## src/rtl/asgg_pkg.sv

```systemverilog
`timescale 1ns / 1ps
`default_nettype none

package asgg_pkg;

    // fixed field widths
    localparam int VTX_W   = 24;
    localparam int COORD_W = 32;
    localparam int COLS_W  = 7;
    localparam int ROWS_W  = 12;
    localparam int BASE_W  = 24;
    localparam int TDATA_W = 88;
    localparam int TUSER_W = 3;
    localparam int CFG_AW  = 5;

    // register indexes (byte address = 4 * index)
    typedef logic [2:0] t_reg_idx;
    localparam t_reg_idx REG_ORIGIN_U   = 3'd0;
    localparam t_reg_idx REG_TOP_V      = 3'd1;
    localparam t_reg_idx REG_STEP_U     = 3'd2;
    localparam t_reg_idx REG_STEP_V     = 3'd3;
    localparam t_reg_idx REG_COLS       = 3'd4;
    localparam t_reg_idx REG_ROWS       = 3'd5;
    localparam t_reg_idx REG_INDEX_BASE = 3'd6;

    // phase of an entry inside a cell, counted from the first cell entry
    typedef logic [1:0] t_phase;
    localparam t_phase PH_NEAR = 2'd0;   // reuses previous entry 4j+5
    localparam t_phase PH_MID  = 2'd1;   // reuses previous entry 4j+4
    localparam t_phase PH_FAR  = 2'd2;   // reuses previous entry 4j+6
    localparam t_phase PH_APEX = 2'd3;   // always a new vertex

    typedef struct packed {
        logic signed [COORD_W-1:0] origin_u;
        logic signed [COORD_W-1:0] top_v;
        logic signed [COORD_W-1:0] step_u;
        logic signed [COORD_W-1:0] step_v;
        logic [COLS_W-1:0]         cols;
        logic [ROWS_W-1:0]         rows;
        logic [BASE_W-1:0]         index_base;
    } t_cfg;

    typedef struct packed {
        logic [VTX_W-1:0]          vertex_index;
        logic                      new_vertex;
        logic signed [COORD_W-1:0] coord_u;
        logic signed [COORD_W-1:0] coord_v;
        logic                      strip_last;
        logic                      grid_last;
        logic                      idle;
    } t_result;

endpackage

`default_nettype wire

```

## src/rtl/asgg_out_skid.sv

```systemverilog
`timescale 1ns / 1ps
`default_nettype none

module asgg_out_skid
    import asgg_pkg::*;
(
    input  wire logic    i_clk,
    input  wire logic    i_rst_n,
    input  wire logic    i_load,
    input  wire t_result i_result,
    output logic         o_ready,
    output logic         o_valid,
    input  wire logic    i_ready,
    output t_result      o_result
);

    logic    r_out_valid,  n_out_valid;
    logic    r_skid_valid, n_skid_valid;
    t_result r_out;
    t_result r_skid;
    logic    out_take;

    assign o_ready  = !r_skid_valid;
    assign o_valid  = r_out_valid;
    assign o_result = r_out;
    assign out_take = !r_out_valid || i_ready;

    // occupancy of output and skid stages
    always_comb begin
        n_out_valid  = r_out_valid;
        n_skid_valid = r_skid_valid;
        if (out_take) begin
            n_out_valid  = r_skid_valid || i_load;
            n_skid_valid = 1'b0;
        end else if (i_load) begin
            n_skid_valid = 1'b1;
        end
    end

    always_ff @(posedge i_clk) begin
        if (!i_rst_n) begin
            r_out_valid  <= 1'b0;
            r_skid_valid <= 1'b0;
        end else begin
            r_out_valid  <= n_out_valid;
            r_skid_valid <= n_skid_valid;
        end
    end

    // word payloads
    always_ff @(posedge i_clk) begin
        if (out_take) begin
            r_out <= r_skid_valid ? r_skid : i_result;
        end else if (i_load) begin
            r_skid <= i_result;
        end
    end

endmodule

`default_nettype wire

```

## config.mk

```make
export PLATFORM = sky130hd
export DESIGN_NAME = asgg_out_skid
export DESIGN_NICKNAME = d
export VERILOG_FILES = /design/src/rtl/asgg_pkg.sv /design/src/rtl/asgg_out_skid.sv
export SDC_FILE = /design/constraint.sdc
export NUM_CORES = 1
export LEC_CHECK = 0
export ABC_AREA = 1
export BUFFER_PORTS_ARGS = -buffer_cell sky130_fd_sc_hd__buf_2
export CAP_MARGIN = 40
export CELL_PAD_IN_SITES_DETAIL_PLACEMENT = 1
export CELL_PAD_IN_SITES_GLOBAL_PLACEMENT = 1
export CORE_ASPECT_RATIO = 0.75
export CORE_UTILIZATION = 37
export DETAILED_ROUTE_END_ITERATION = 7
export PLACE_DENSITY = 0.73
export SYNTH_ARGS = -nofsm -noshare
export SYNTH_HDL_FRONTEND = slang
export SYNTH_SLANG_ARGS = --single-unit
export TNS_END_PERCENT = 50
```

## constraint.sdc

```tcl
create_clock -name i_clk -period 7.6 [get_ports i_clk]
set_clock_uncertainty 0.2 [all_clocks]
set_input_delay 0 -clock i_clk [delete_from_list [all_inputs] [get_ports i_clk]]
set_output_delay 0 -clock i_clk [all_outputs]
set_load 0.03 [all_outputs]
```

After elaboration in Yosys (flattened, before gate mapping)
Index checks and enable logic that the tools add are counted.
- register bits after elaboration: 186
- input bits: 96
- logic and storage cells: 25
- muxes and demuxes: 1
- bitwise logic cells: 2
- reductions and logical operators: 6
- operators by type and width (kind ; count):
    $mux 92 ; 1
    $logic_not 1->1 ; 2
    $logic_or 1x1->1 ; 2
    $not 1->1 ; 2
    $reduce_and 2->1 ; 1
    $reduce_or 2->1 ; 1

Longest topological paths before layout
- depth after elaboration: 4
- depth in mapped cells: 6
- gate-level depth less buffers: 3

Least setup slack after synthesis
OpenSTA, ideal clock, no wires.
- path type: flip-flop to flip-flop
- start: register r_out_valid (netlist: o_valid)
- end: register r_skid[0] (netlist name) (enable)
- arrival: 6.733 ns
- required time: 6.858 ns
- path slack: 0.124 ns
- stages on the path, launching flop included: 3
- path buffers: 0
- period minus slack after synthesis: 7.476 ns
- path through: dfxtp_1 > nand2_1 > nor2_1
- longest elaborated chain between the ends: 4
- ends and longest elaborated chain (what ; line ; source):
    from (decl) ; asgg_out_skid.sv:17 ; logic r_out_valid, n_out_valid;
    from (signal assigned) ; asgg_out_skid.sv:45 ; r_out_valid <= n_out_valid;
    $logic_not 1->1 ; asgg_out_skid.sv:26 ; assign out_take = !r_out_valid || i_ready;
    $logic_or 1x1->1 ; asgg_out_skid.sv:26 ;
    via out_take ; asgg_out_skid.sv:21 ; logic out_take;
    $not 1->1 (no line) ; n/a ;
    $reduce_and 2->1 (no line) ; n/a ;
    to (signal assigned) ; asgg_out_skid.sv:55 ; r_skid <= i_result;
    to (decl) ; asgg_out_skid.sv:20 ; t_result r_skid;
The timed path passes the listed nets, and every way through them passes these cells.
A chain may end at the register's enable or synchronous reset.

Worst setup path after layout
- start: register r_skid_valid
- end: register r_out (netlist bit o_result[1]) (data pin)
- longest elaborated chain between the ends: 1
- ends and longest elaborated chain (what ; line ; source):
    from (decl) ; asgg_out_skid.sv:18 ; logic r_skid_valid, n_skid_valid;
    from (signal assigned) ; asgg_out_skid.sv:46 ; r_skid_valid <= n_skid_valid;
    $mux 92 ; asgg_out_skid.sv:53 ; r_out <= r_skid_valid ? r_skid : i_result;
    to (signal assigned) ; asgg_out_skid.sv:53 ;
    to (decl) ; asgg_out_skid.sv:19 ; t_result r_out;
No other way between the ends.

==> flow_summary.yaml <==
outcome:
  status: "finished, final reports clean"
setup_path:
  worst_path_largest_cell_delay_ps: 650
  rr_startpoint: "r_skid_valid"
  worstPathBufferInverterCount: 2
  critPathTopFamily: "buffers and inverters"
  cpMostUsedCell: "sky130_fd_sc_hd__nand2_1"
  timing.critical_path.arrival_ps: 2480
  critical_path.reg2reg.endpoint: "o_result[1]"
  worst_path_max_delay_cell: "sky130_fd_sc_hd__dfxtp_4"
  worstSetupEndpointType: "flip-flop"
  crit_path_end: "o_result[1]"
  critical_path_class: "flip-flop to flip-flop"
  setup.reg_to_reg.worst_slack_ps: 5090
  worst-path-max-fanout: 61
  path_depth: 4
  worst_setup_path_start_kind: "flip-flop"
  critical_path_cell_by_cell: "clkinv_2, buf_4, nand2_1, nand2_1"
  crit_path_start: "r_skid_valid"
  reg2reg_depth: 4
  worst-endpoint-required_ps: 7570
final_layout:
  layout.cells.most_common_list: "sky130_fd_sc_hd__nand2_1, sky130_fd_sc_hd__buf_2, sky130_fd_sc_hd__edfxtp_1"
  design.final.nets: 877
  multiInputGateArea_mm2: 0.001080
  antenna_cells: 0
  n_fill_cell: 1886
  layout-area-overhead-vs-synth_pct: 40.18
  layout.cells.most_common: "sky130_fd_sc_hd__nand2_1"
  sequential_cell_area_mm2: 0.005569
  final_cells: 1036
  drive_gt1_share_pct: 28.72
logic_synthesis:
  yosysTopAreaCellShare_pct: 81.10
  synthesis.instances: 493
  synth_net_count: 589
  syn_area_mm2: 0.006813
  synthDominantAreaCellType: "sky130_fd_sc_hd__edfxtp_1"
  ffs_latches_synth: 186
  synth_top_cells_by_area: "sky130_fd_sc_hd__edfxtp_1, sky130_fd_sc_hd__nand2_1, sky130_fd_sc_hd__buf_6, sky130_fd_sc_hd__buf_4, sky130_fd_sc_hd__dfxtp_1"
  synthesis.yosys.warnings: 0
  ys_types: 12
  synth-seq-area-share_pct: 81.69
  post_synth.cell_area_avg_um2: 13.82
timing:
  period_needed_ps: 2507
  totalNegativeSetupSlack_ps: 0
  drv_slew: 0
  rsz0062_at_grt: "false"
  finalCritPeriodShare_pct: 32.99
  setup-violations-final: 0
  fmax_achieved_ghz: 0.3988
  hold_violation_count_in_the_final_report: 0
  timing.max_slew.rel_slack_pct: 54.33
  max_slew.worst_pin.slew_ps: 685.0
global_routing:
  globalRouteMet1Util_pct: 21.17
  grt_first_pass_wirelength_um: 26230
  met2_usage_pct: 33.36
  grt_remaining_overflow: 0
  antenna_found_initial: 0
  grtUsageTotal_pct: 18.74
  top_usage_layer: "met2"
  grt_max_degree: 62
  number_of_global_route_vias_before_repair: 5071
  met3_usage_pct: 5.200
floorplan:
  die_w_um: 158.7
  io_pins: 190
  die_y_um: 119.5
  die-area_mm2: 0.01897
  rows: 42
  floorplan.initialDensity_pct: 38.24
  core_area_mm2: 0.01781
drt:
  wl_per_cell_um: 16.53
  antenna_left: 0
  first_pass_iters: 4
  routed-via-count: 4664
  drt_iter0_markers: 212
  avgViaCountPerCell: 4.502
  routed_wirelength_um: 17120
  remaining_drc_errors: 0
clock_network:
  cts.sinks: 186
  post_cts_resize_count: 0
  worstSkewPairLatency_ps: 420
  clk_path_buf_depth: 2
  tritoncts_clock_tree: "yes"
  cts_htree_levels: 4
  cts_inserted_buffers: 17
  post-cts-setup-buffer-count: 0
  clkSlewWorstSetupHoldPaths_ps: 70
  cts.root.buffer_cell: "sky130_fd_sc_hd__clkbuf_16"
power:
  p_leak_uw: 0.004103
  powerDensity_mw_per_mm2: 253.4
  total_power_uw: 2420
  vdd_ir_drop_max_uv: 151.8
placement:
  place.port_buffers: 189
  place.gp.congestion: 0.7715
  half_perimeter_wire_length_of_the_detailed_placement_result_um: 10110
  post-place-cells: 908
min_path:
  min-delay-path-class: "input port to flip-flop"
job:
  max_cap_violations: 0
[layer usage]
| layer | vias up | wire (um) |
|---|---|---|
| met4 | 0 | 316 |
| met3 | 28 | 1012 |
| li1 | 2234 | - |
| met5 | - | 0 |
| met2 | 151 | 8853 |
| met1 | 2251 | 6940 |
[per-stage QoR]
step	instance area, um^2	util [%]	worst slack, ps	hold WS, ps
5_1_grt	9550	53.61	4915	85.43
4_1_cts	9550	53.61	5070	76.82
3_3_place_gp	7940	44.57	5063	-9.781
6_report	9550	53.61	5093	102.3
3_5_place_dp	7968	44.73	5087	-6.467
2_1_floorplan	6813	-	124.4	-101.1
[cell usage after synthesis]
| library cell | n |
|---|---|
| sky130_fd_sc_hd__o21ai_0 | 1 |
| sky130_fd_sc_hd__buf_4 | 7 |
| sky130_fd_sc_hd__nand2_1 | 278 |
| sky130_fd_sc_hd__nand3_1 | 1 |
| sky130_fd_sc_hd__nor2_1 | 3 |
| sky130_fd_sc_hd__inv_1 | 2 |
| sky130_fd_sc_hd__edfxtp_1 | 184 |
| sky130_fd_sc_hd__clkbuf_1 | 1 |
| sky130_fd_sc_hd__dfxtp_1 | 2 |
| sky130_fd_sc_hd__buf_6 | 8 |
| sky130_fd_sc_hd__inv_2 | 1 |
| sky130_fd_sc_hd__buf_2 | 5 |
[flip-flops by register name, indices dropped and copies added (netlist names)]
signal	cells
o_result	92
o_valid	1
r_skid	92
r_skid_valid	1
[final cells by class]
cell class	instances	share of cell area (%)
Sequential cell	186	58.31
Timing Repair Buffer	290	20.57
Multi-Input combinational cell	283	11.31
Clock buffer	18	4.494
Tap cell	242	3.170
Clock inverter	14	2.018
Inverter	3	0.1310
[power breakdown]
part | leakage (uW) | total, uW | switching [uW] | internal, uW
clock | 0.000304 | 945 | 390 | 554
combinational | 0.00199 | 264 | 172 | 92.6
sequential | 0.00181 | 1210 | 18.6 | 1190
[cell families (layout without fill, tap and decap cells)]
kind of cell | count (synthesis) | count (layout) | synth area share (%)
simple gates | 282 | 282 | 15.56
flops | 186 | 186 | 81.69
buf+inv | 24 | 325 | 2.681
compound gates | 1 | 1 | 0.07339
[how the worst min path moves through the flow]
stage                       startpoint         end  slack [ps]  cells after the start
after floorplan            i_result[0]   r_skid[0]        -100                      0
after global placement     i_result[7]   r_skid[7]         -10                      1
after detailed placement   i_result[1]   r_skid[1]          -6                      1
after CTS                 i_result[17]  r_skid[17]          80                      2
after global routing      i_result[22]  r_skid[22]          90                      2
final                     i_result[22]  r_skid[22]         100                      2
[timing repair]
item                                   CTS  global route
setup endpoints to repair                0             0
hold buffers                            96             0
endpoints found under the hold margin  186             0
(Power assumes the default switching activity.)
